<file path="config.mk">
export PLATFORM = sky130hd
export DESIGN_NAME = clock_cycle_time_converter_unit
export DESIGN_NICKNAME = d
export VERILOG_FILES = /design/src/design/cctc_pkg.sv /design/src/design/clock_cycle_time_converter_unit.sv /design/src/design/cctc_serdiv.sv /design/src/design/cctc_sermul.sv
export SDC_FILE = /design/constraint.sdc
export NUM_CORES = 2
export LEC_CHECK = 0
export ABC_AREA = 0
export BUFFER_PORTS_ARGS = -buffer_cell sky130_fd_sc_hd__buf_2
export CORE_AREA = 2 2 315 317
export CTS_CLUSTER_SIZE = 25
export DETAILED_ROUTE_END_ITERATION = 10
export DIE_AREA = 0 0 317 319
export GPL_TIMING_DRIVEN = 1
export PLACE_DENSITY = 0.56
export SYNTH_ARGS = -nofsm -noshare
export SYNTH_HDL_FRONTEND = slang
export SYNTH_HIERARCHICAL = 1
export SYNTH_SLANG_ARGS = --single-unit
</file>
<file path="constraint.sdc">
create_clock -name clk -period 6.2 [get_ports clk]
set_clock_uncertainty 0.1 [all_clocks]
set_input_delay 0.62 -clock clk [delete_from_list [all_inputs] [get_ports clk]]
set_output_delay 0.62 -clock clk [all_outputs]
set_load 0.02 [all_outputs]
</file>
<file path="src/design/cctc_pkg.sv">
// Shared types and constants of the clock cycle time converter.
`default_nettype none

package cctc_pkg;

	localparam int unsigned AMOUNT_W = 64;
	localparam int unsigned OSC_W    = 32;
	localparam int unsigned CLK_W    = 8;
	localparam int unsigned RATE_W   = 32;
	localparam int unsigned MULT_W   = 32;
	localparam int unsigned PROD_W   = AMOUNT_W + MULT_W;
	localparam int unsigned CFG_IDX_W = 1;

	// Action codes carried in the input tuser field. Code 7 is unused.
	typedef enum logic [2:0] {
		ACT_STEP   = 3'd0,
		ACT_CLEAR  = 3'd1,
		ACT_CYC_NS = 3'd2,
		ACT_CYC_US = 3'd3,
		ACT_NS_CYC = 3'd4,
		ACT_US_CYC = 3'd5,
		ACT_RATE   = 3'd6
	} action_t;

	localparam logic [CFG_IDX_W-1:0] REG_OSC_FREQ = 1'b0;
	localparam logic [CFG_IDX_W-1:0] REG_CLK_DIV  = 1'b1;

	localparam logic [OSC_W-1:0]  OSC_RESET  = 32'd12000000;
	localparam logic [CLK_W-1:0]  CLK_RESET  = 8'd12;
	localparam logic [MULT_W-1:0] NS_PER_SEC = 32'd1000000000;
	localparam logic [MULT_W-1:0] US_PER_SEC = 32'd1000000;

endpackage

`default_nettype wire

</file>
<file path="src/design/clock_cycle_time_converter_unit.sv">
// Top level: machine cycle / wall time converter with a serial mul-div datapath.
//
//  channel   dir  handshake         payload
//  s_*       in   tvalid/tready     tuser[2:0] action, tdata[63:0] amount
//  m_*       out  tvalid/tready     tdata[63:0] value, tuser[0] rate_is_zero
//  cfg_*     in   cfg_we            cfg_index, cfg_wdata[31:0]
//
// One transaction is in flight at a time. Step, clear and unused codes go straight to the output load.
// Read rate is a 32-step serial divide of osc by clocks per cycle.
// Conversions run the 32-step rate divide, the 32-step serial multiply and a
// 96-step serial divide of the product, plus state hand-offs and output load.
// A conversion that finds a zero rate ends after the rate divide.
// Output stall holds the result register; a new input is taken once it is loaded.
// Reset is asynchronous and restores the register defaults and a zero total.
`default_nettype none

module clock_cycle_time_converter_unit
	import cctc_pkg::*;
(
	input  wire logic                 clk,
	input  wire logic                 arst_n,
	// input stream
	input  wire logic                 s_tvalid,
	output logic                      s_tready,
	input  wire logic [63:0]          s_tdata,   // [63:0] amount
	input  wire logic [2:0]           s_tuser,   // [2:0] action
	// output stream
	output logic                      m_tvalid,
	input  wire logic                 m_tready,
	output logic [63:0]               m_tdata,   // [63:0] value
	output logic [0:0]                m_tuser,   // [0] rate_is_zero
	// configuration
	input  wire logic                 cfg_we,
	input  wire logic [CFG_IDX_W-1:0] cfg_index,
	input  wire logic [OSC_W-1:0]     cfg_wdata
);

	typedef enum logic [2:0] {
		ST_IDLE,
		ST_RATE,
		ST_MUL,
		ST_DIV,
		ST_OUT
	} state_t;

	state_t               state_q;
	logic [2:0]           act_q;
	logic [AMOUNT_W-1:0]  amt_q;
	logic [AMOUNT_W-1:0]  res_q;
	logic                 flag_q;
	logic [AMOUNT_W-1:0]  total_q;
	logic                 m_tvalid_q;
	logic [AMOUNT_W-1:0]  m_tdata_q;
	logic                 m_tuser_q;
	logic [OSC_W-1:0]     osc_q;
	logic [CLK_W-1:0]     clkdiv_q;

	logic                 in_fire;
	logic [AMOUNT_W-1:0]  step_sum;

	logic                 rate_start;
	logic                 rate_busy;
	logic                 rate_done;
	logic [RATE_W-1:0]    rate_quo;
	logic                 rate_zero;

	logic                 mul_start;
	logic                 mul_busy;
	logic                 mul_done;
	logic [MULT_W-1:0]    mul_y;
	logic [PROD_W-1:0]    mul_prod;

	logic                 div_start;
	logic                 div_busy;
	logic                 div_done;
	logic [MULT_W-1:0]    div_dvs;
	logic [AMOUNT_W-1:0]  div_quo;

	logic                 needs_rate;

	assign s_tready = (state_q == ST_IDLE);
	assign in_fire  = s_tvalid && s_tready;
	assign step_sum = total_q + {32'd0, s_tdata[31:0]};
	assign rate_zero = (rate_quo == '0);

	always_comb begin
		case (s_tuser)
			ACT_CYC_NS, ACT_CYC_US, ACT_NS_CYC, ACT_US_CYC, ACT_RATE: needs_rate = 1'b1;
			default: needs_rate = 1'b0;
		endcase
	end

	// operand selection per conversion
	always_comb begin
		case (act_q)
			ACT_CYC_NS: begin
				mul_y   = NS_PER_SEC;
				div_dvs = rate_quo;
			end
			ACT_CYC_US: begin
				mul_y   = US_PER_SEC;
				div_dvs = rate_quo;
			end
			ACT_NS_CYC: begin
				mul_y   = rate_quo;
				div_dvs = NS_PER_SEC;
			end
			default: begin
				mul_y   = rate_quo;
				div_dvs = US_PER_SEC;
			end
		endcase
	end

	assign rate_start = in_fire && needs_rate;
	assign mul_start  = (state_q == ST_RATE) && rate_done && (act_q != ACT_RATE) && !rate_zero;
	assign div_start  = (state_q == ST_MUL) && mul_done;

	cctc_serdiv #(
		.DVD_W (OSC_W),
		.DVS_W (CLK_W),
		.QUO_W (RATE_W)
	) u_rate_div (
		.clk      (clk),
		.arst_n   (arst_n),
		.start    (rate_start),
		.dividend (osc_q),
		.divisor  (clkdiv_q),
		.busy     (rate_busy),
		.done     (rate_done),
		.quotient (rate_quo)
	);

	cctc_sermul #(
		.X_W (AMOUNT_W),
		.Y_W (MULT_W)
	) u_mul (
		.clk     (clk),
		.arst_n  (arst_n),
		.start   (mul_start),
		.x       (amt_q),
		.y       (mul_y),
		.busy    (mul_busy),
		.done    (mul_done),
		.product (mul_prod)
	);

	cctc_serdiv #(
		.DVD_W (PROD_W),
		.DVS_W (MULT_W),
		.QUO_W (AMOUNT_W)
	) u_main_div (
		.clk      (clk),
		.arst_n   (arst_n),
		.start    (div_start),
		.dividend (mul_prod),
		.divisor  (div_dvs),
		.busy     (div_busy),
		.done     (div_done),
		.quotient (div_quo)
	);

	// configuration registers; a zero clock divider is ignored
	always_ff @(posedge clk or negedge arst_n) begin
		if (!arst_n) begin
			osc_q    <= OSC_RESET;
			clkdiv_q <= CLK_RESET;
		end else if (cfg_we) begin
			case (cfg_index)
				REG_OSC_FREQ: osc_q <= cfg_wdata;
				REG_CLK_DIV: begin
					if (cfg_wdata[CLK_W-1:0] != '0) begin
						clkdiv_q <= cfg_wdata[CLK_W-1:0];
					end
				end
				default: ;
			endcase
		end
	end

	always_ff @(posedge clk or negedge arst_n) begin
		if (!arst_n) begin
			state_q    <= ST_IDLE;
			act_q      <= '0;
			amt_q      <= '0;
			res_q      <= '0;
			flag_q     <= 1'b0;
			total_q    <= '0;
			m_tvalid_q <= 1'b0;
			m_tdata_q  <= '0;
			m_tuser_q  <= 1'b0;
		end else begin
			// the load in ST_OUT handles the output register itself
			if (m_tready && state_q != ST_OUT) begin
				m_tvalid_q <= 1'b0;
			end
			case (state_q)
				ST_IDLE: begin
					if (s_tvalid) begin
						act_q  <= s_tuser;
						amt_q  <= s_tdata;
						flag_q <= 1'b0;
						case (s_tuser)
							ACT_STEP: begin
								total_q <= step_sum;
								res_q   <= step_sum;
								state_q <= ST_OUT;
							end
							ACT_CLEAR: begin
								total_q <= '0;
								res_q   <= '0;
								state_q <= ST_OUT;
							end
							ACT_CYC_NS, ACT_CYC_US, ACT_NS_CYC, ACT_US_CYC, ACT_RATE: begin
								state_q <= ST_RATE;
							end
							default: begin
								res_q   <= '0;
								state_q <= ST_OUT;
							end
						endcase
					end
				end
				ST_RATE: begin
					if (rate_done) begin
						if (act_q == ACT_RATE) begin
							res_q   <= {32'd0, rate_quo};
							state_q <= ST_OUT;
						end else if (rate_zero) begin
							res_q   <= '0;
							flag_q  <= 1'b1;
							state_q <= ST_OUT;
						end else begin
							state_q <= ST_MUL;
						end
					end
				end
				ST_MUL: begin
					if (mul_done) begin
						state_q <= ST_DIV;
					end
				end
				ST_DIV: begin
					if (div_done) begin
						res_q   <= div_quo;
						state_q <= ST_OUT;
					end
				end
				ST_OUT: begin
					if (!m_tvalid_q || m_tready) begin
						m_tvalid_q <= 1'b1;
						m_tdata_q  <= res_q;
						m_tuser_q  <= flag_q;
						state_q    <= ST_IDLE;
					end
				end
				default: state_q <= ST_IDLE;
			endcase
		end
	end

	assign m_tvalid   = m_tvalid_q;
	assign m_tdata    = m_tdata_q;
	assign m_tuser[0] = m_tuser_q;

	// a zero-rate flag always comes with a zero value
	a_flag_zero_value: assert property (@(posedge clk) disable iff (!arst_n)
		m_tvalid && m_tuser[0] |-> m_tdata == '0)
		else $error("rate_is_zero set with nonzero value");

	// no arithmetic unit may still run when a new transaction can be taken
	a_idle_engines: assert property (@(posedge clk) disable iff (!arst_n)
		s_tready |-> !rate_busy && !mul_busy && !div_busy)
		else $error("engine busy while accepting input");

	// results appear only through the output load state
	a_out_from_load: assert property (@(posedge clk) disable iff (!arst_n)
		$rose(m_tvalid) |-> $past(state_q == ST_OUT))
		else $error("output valid raised outside output load");

endmodule

`default_nettype wire

</file>
<file path="src/design/cctc_serdiv.sv">
// Bit-serial restoring divider, one quotient bit per cycle.
`default_nettype none

module cctc_serdiv #(
	parameter int unsigned DVD_W = 32,
	parameter int unsigned DVS_W = 8,
	parameter int unsigned QUO_W = 32
) (
	input  wire logic             clk,
	input  wire logic             arst_n,
	input  wire logic             start,
	input  wire logic [DVD_W-1:0] dividend,
	input  wire logic [DVS_W-1:0] divisor,   // held stable while busy
	output logic                  busy,
	output logic                  done,
	output logic [QUO_W-1:0]      quotient
);

	localparam int unsigned CNT_W = $clog2(DVD_W + 1);

	logic [DVD_W-1:0] dvd_q;
	logic [DVS_W-1:0] rem_q;
	logic [QUO_W-1:0] quo_q;
	logic [CNT_W-1:0] cnt_q;
	logic             busy_q;
	logic             done_q;

	logic [DVS_W:0] trial;
	logic [DVS_W:0] diff;
	logic           fits;

	always_comb begin
		trial = {rem_q, dvd_q[DVD_W-1]};
		diff  = trial - {1'b0, divisor};
		fits  = (trial >= {1'b0, divisor});
	end

	always_ff @(posedge clk or negedge arst_n) begin
		if (!arst_n) begin
			dvd_q  <= '0;
			rem_q  <= '0;
			quo_q  <= '0;
			cnt_q  <= '0;
			busy_q <= 1'b0;
			done_q <= 1'b0;
		end else begin
			done_q <= 1'b0;
			if (start) begin
				dvd_q  <= dividend;
				rem_q  <= '0;
				quo_q  <= '0;
				cnt_q  <= CNT_W'(DVD_W);
				busy_q <= 1'b1;
			end else if (busy_q) begin
				rem_q <= fits ? diff[DVS_W-1:0] : trial[DVS_W-1:0];
				// upper quotient bits fall off: result is taken modulo 2^QUO_W
				quo_q <= {quo_q[QUO_W-2:0], fits};
				dvd_q <= {dvd_q[DVD_W-2:0], 1'b0};
				cnt_q <= cnt_q - CNT_W'(1);
				if (cnt_q == CNT_W'(1)) begin
					busy_q <= 1'b0;
					done_q <= 1'b1;
				end
			end
		end
	end

	assign busy     = busy_q;
	assign done     = done_q;
	assign quotient = quo_q;

endmodule

`default_nettype wire

</file>
<file path="src/design/cctc_sermul.sv">
// Bit-serial shift-add multiplier, one multiplier bit per cycle.
`default_nettype none

module cctc_sermul #(
	parameter int unsigned X_W = 64,
	parameter int unsigned Y_W = 32
) (
	input  wire logic           clk,
	input  wire logic           arst_n,
	input  wire logic           start,
	input  wire logic [X_W-1:0] x,        // held stable while busy
	input  wire logic [Y_W-1:0] y,
	output logic                busy,
	output logic                done,
	output logic [X_W+Y_W-1:0]  product
);

	localparam int unsigned CNT_W = $clog2(Y_W + 1);

	logic [X_W+Y_W-1:0] prod_q;
	logic [CNT_W-1:0]   cnt_q;
	logic               busy_q;
	logic               done_q;
	logic [X_W:0]       sum;

	// low part holds the remaining multiplier bits, LSB first
	assign sum = {1'b0, prod_q[X_W+Y_W-1:Y_W]} + (prod_q[0] ? {1'b0, x} : '0);

	always_ff @(posedge clk or negedge arst_n) begin
		if (!arst_n) begin
			prod_q <= '0;
			cnt_q  <= '0;
			busy_q <= 1'b0;
			done_q <= 1'b0;
		end else begin
			done_q <= 1'b0;
			if (start) begin
				prod_q <= {{X_W{1'b0}}, y};
				cnt_q  <= CNT_W'(Y_W);
				busy_q <= 1'b1;
			end else if (busy_q) begin
				prod_q <= {sum, prod_q[Y_W-1:1]};
				cnt_q  <= cnt_q - CNT_W'(1);
				if (cnt_q == CNT_W'(1)) begin
					busy_q <= 1'b0;
					done_q <= 1'b1;
				end
			end
		end
	end

	assign busy    = busy_q;
	assign done    = done_q;
	assign product = prod_q;

endmodule

`default_nettype wire

</file>
==> impl_results.md <==
* Die area at just over 0.1 sq mm
* Final setup margin at 1630 ps
* Worst Setup End Kind: register
* Final-report hold violation count at 0
* WL final at 107000 um
* Clock Tree Buf Depth at 3
* Vias at 30200
* Pint at 7.77 mW
* Sequential Power Share at around 45%
* GRT overflow at 0
* Critical path endpoint: u_main_div/rem_q[0]$_DFFE_PN0P_
* Top FF cell, synth: dfrtp_1
* Layout cells sized above 1 at 13.2%
* Routed Antenna Nets at 0
* Clock slew at reported path FFs at ~60 ps
* Initial Util at approximately two fifths
* Synthesis-to-layout area growth at 12.5%
* Synth cell types at 114
* RePlAce Congestion at around 0.87
* RSZ-0062 raised after global routing: no
* CP Launch Point: act_q[2]$_DFFE_PN0P_
* CTS buffer count at 83
* Post-cts sizing count at 0
* Net Sw Frac at between 20% and 30%
* Die Width at 317 um
* Net Switching at between 2 and 2.5 mW
* First-pass GRT wire length at roughly 170000 um
* Critical Path RT at ~6600 ps
* IO buf count at 171
* Worst Tran Pin Value at 1120 ps
* F_max at about 220 MHz
* CP Launch Type: register
* Largest net degree at the start of global routing at 203
* Max_slew headroom at 25.5%
* Hold_buf cts at 5
* Setup TNS at 0 ps
* Post-Syn Area at 0.0389 sq mm
* Clk pwr share at 51.3%
* Synth Area per Inst at 9.54 sq um
* Crit share post-route at ~74%
* Clock sink count at 690
* R2r endpoint: u_main_div/rem_q[0]$_DFFE_PN0P_
* Iter 0 DRT Violations at 2157
* Nets at around 4400
* I/O pin count at ~170
* FFs w/ async S/R, synth at 100%
* Post-synth EDFFs at 0
* Worst vdd ir at 0.000213 V
* Antenna violations before repair at 4
* Clock root buffer: clkbuf_16
* CTS tree: done
* Vias in the first global route at 29800
* Rows at 115
* Syn_nets at 4328
* DP HPWL at 72800 um
* Post-synthesis register bit count at 690
* Wirelength per Cell at 19.5 um
* R2R cell count at 14
* H-tree depth at 3
* Status: finished clean
* Max Slew Vio Count at 0
* GRT Total Usage at 21.1%
* Seq/Total Area, Yosys at 44.5%
* Final setup viols at 0
* Combinational share of power at 3.5%
* Clock Latency Late Sink at 660 ps
* DIE HEIGHT at 319 um
* Via density at approximately 5.5
* Yosys warnings at 6
* DR DRC count at 0
* Worst r2r src: act_q[2]$_DFFE_PN0P_
* CP Data Arrival Time at 4990 ps
* Class of the worst hold path: in2reg
* Worst Setup Path Type: reg2reg
* MaxCap Viol Count at 0
* Mapped Cells at 4076
* Reg2reg setup slack at 1630 ps
* Power per cell area at ~230 mW/mm^2
* Setup WS pre-CTS at between 1500 and 2000 ps
* Pre-antenna DRT Iters at 6
* Worst-path maximum fanout at 23
* CORE AREA at 0.0977 sq mm
* Post-CTS setup buffers at 0
* P_leak at just under 20 nW
* Final worst path period need at 4570 ps
==> registers in the layout (all words and copies together) (netlist names), 6 cells and up <==
register and flops:
u_main_div/rem_q 32, clkdiv_q 8, u_mul/cnt_q 6, u_main_div/dvd_q 96, amt_q 64, u_rate_div/cnt_q 6
u_rate_div/dvd_q 32, u_main_div/cnt_q 7, u_rate_div/rem_q 8, osc_q 32, total_q 64, res_q 64
u_rate_div/quotient 32, u_mul/product 96, u_main_div/quotient 64, m_tdata 64
==> synth_stat cells, drive strengths merged (22+ instances only) <==
cell type  instances  area (sq um)
dfrtp            678         17000
nand2            550          2070
o21ai            339          1720
mux2i            318          3180
nor2             300          1130
a21oi            192           972
clkbuf           189           721
ha               143          1790
and2             111           697
mux2             110          1240
inv              101           379
xnor2            101           885
a21o              82           616
nand3             76           385
buf               72           352
a211oi            50           398
a31oi             50           313
xor2              50           438
and3              46           288
nor3              45           225
nand4             44           275
a22o              43           377
nand2b            36           225
a222oi            24           240
o21bai            23           184
nor4              22           138
==> logic make-up after synthesis <==
kind of cell	after synthesis	synth area share [%]
XOR/XNOR	151	3.40
AND/OR/NAND/NOR	1322	15.7
buffers and inverters	362	3.73
adder cells (fa/ha/maj)	147	4.81
multiplexers	428	11.4
flip-flops	690	44.5
AO/OA/AOI/OAI	976	16.5
==> critical path, cell delays in order (launching register included) <==
cell and delay [ps]:
dfrtp_1 410, nand2b_1 720, nor2_1 80, nor2_1 150, inv_1 60, ha_1 360
a21oi_1 100, o21ai_0 150, and2b_2 280, o21ai_2 190, a2111oi_4 140, a21oi_4 630
buf_4 440, mux2_2 380, a211oi_1 210
==> worst min path at each step <==
stage,cells after the start,slack (ps),to,start
floorplan,0,220,act_q[0]$_DFFE_PN0P_,arst_n
global placement,2,350,u_rate_div/dvd_q[1]$_DFFE_PN0P_,osc_q[1]$_DFFE_PN0P_
detailed placement,2,360,amt_q[15]$_DFFE_PN0P_,amt_q[15]$_DFFE_PN0P_
CTS,3,8,amt_q[44]$_DFFE_PN0P_,s_tdata[44]
global route,3,30,amt_q[50]$_DFFE_PN0P_,s_tdata[50]
finish,3,60,amt_q[53]$_DFFE_PN0P_,s_tdata[53]
==> stage by stage <==
stage | std cells | instance area [sq um] | total power [mW] | util [%] | hold WS, ps
6_report | 5483 | 43700 | 10.1 | 44.8 | 59.0
5_1_grt | 5482 | 43700 | 10.5 | 44.8 | 30.9
4_1_cts | 5480 | 43700 | 10.3 | 44.8 | 8.46
3_5_place_dp | 5319 | 40800 | 5.01 | 41.7 | 361
3_3_place_gp | 5319 | 40800 | 5.01 | 41.7 | 355
2_1_floorplan | 4076 | 38900 | 4.81 | - | 224
==> layout by cell type, fill, tap and decap left out, drive strengths merged, types with 9 or more instances in the layout <==
cell and count:
o21a 19, a31o 12, nand3 76, nor2 300, nor3 45, a222oi 24, dfstp 12, xnor2 101
nand2b 36, nand3b 13, nand2 550, nor2b 21, o21ai 339, and3 46, ha 143, a22o 43
nand4 44, o31ai 14, a211oi 50, buf 217, a31oi 50, xor2 50, a2111oi 9, nor4 22
clkinv 21, and2 111, inv 103, o211ai 15, or3 19, o21bai 23, mux2 110, mux2i 318
dfrtp 678, a311oi 9, a21oi 192, clkbuf 123, a21o 82
==> cell type report <==
cell class / count / area, sq um
Clock buffer: 123 / 2450
Inverter: 101 / 379
Tap cell: 1287 / 1610
Timing Repair Buffer: 222 / 1300
Clock inverter: 33 / 478
Antenna cell: 3 / 7.51
Fill cell: 9411 / 54000
Multi-Input combinational cell: 3024 / 20200
Sequential cell: 690 / 17300
==> per-layer routing <==
| layer | vias up | wire length [um] | GRT usage (%) |
|---|---|---|---|
| met3 | 176 | 5690 | 3.91 |
| met1 | 14800 | 50200 | 30.1 |
| met5 | - | 23 | 0 |
| li1 | 14600 | - | - |
| met2 | 690 | 48000 | 32.6 |
| met4 | 4 | 3000 | 6.27 |
==> power by group through the flow <==
| stage | Clock (mW) | Combinational, mW | Sequential [mW] |
|---|---|---|---|
| floorplan | 0 | 0.160 | 4.65 |
| global placement | 0 | 0.355 | 4.65 |
| detailed placement | 0 | 0.357 | 4.65 |
| CTS | 5.32 | 0.361 | 4.57 |
| global route | 5.51 | 0.398 | 4.57 |
| finish | 5.18 | 0.350 | 4.57 |
Note: power is estimated with default switching activity, not from simulation.
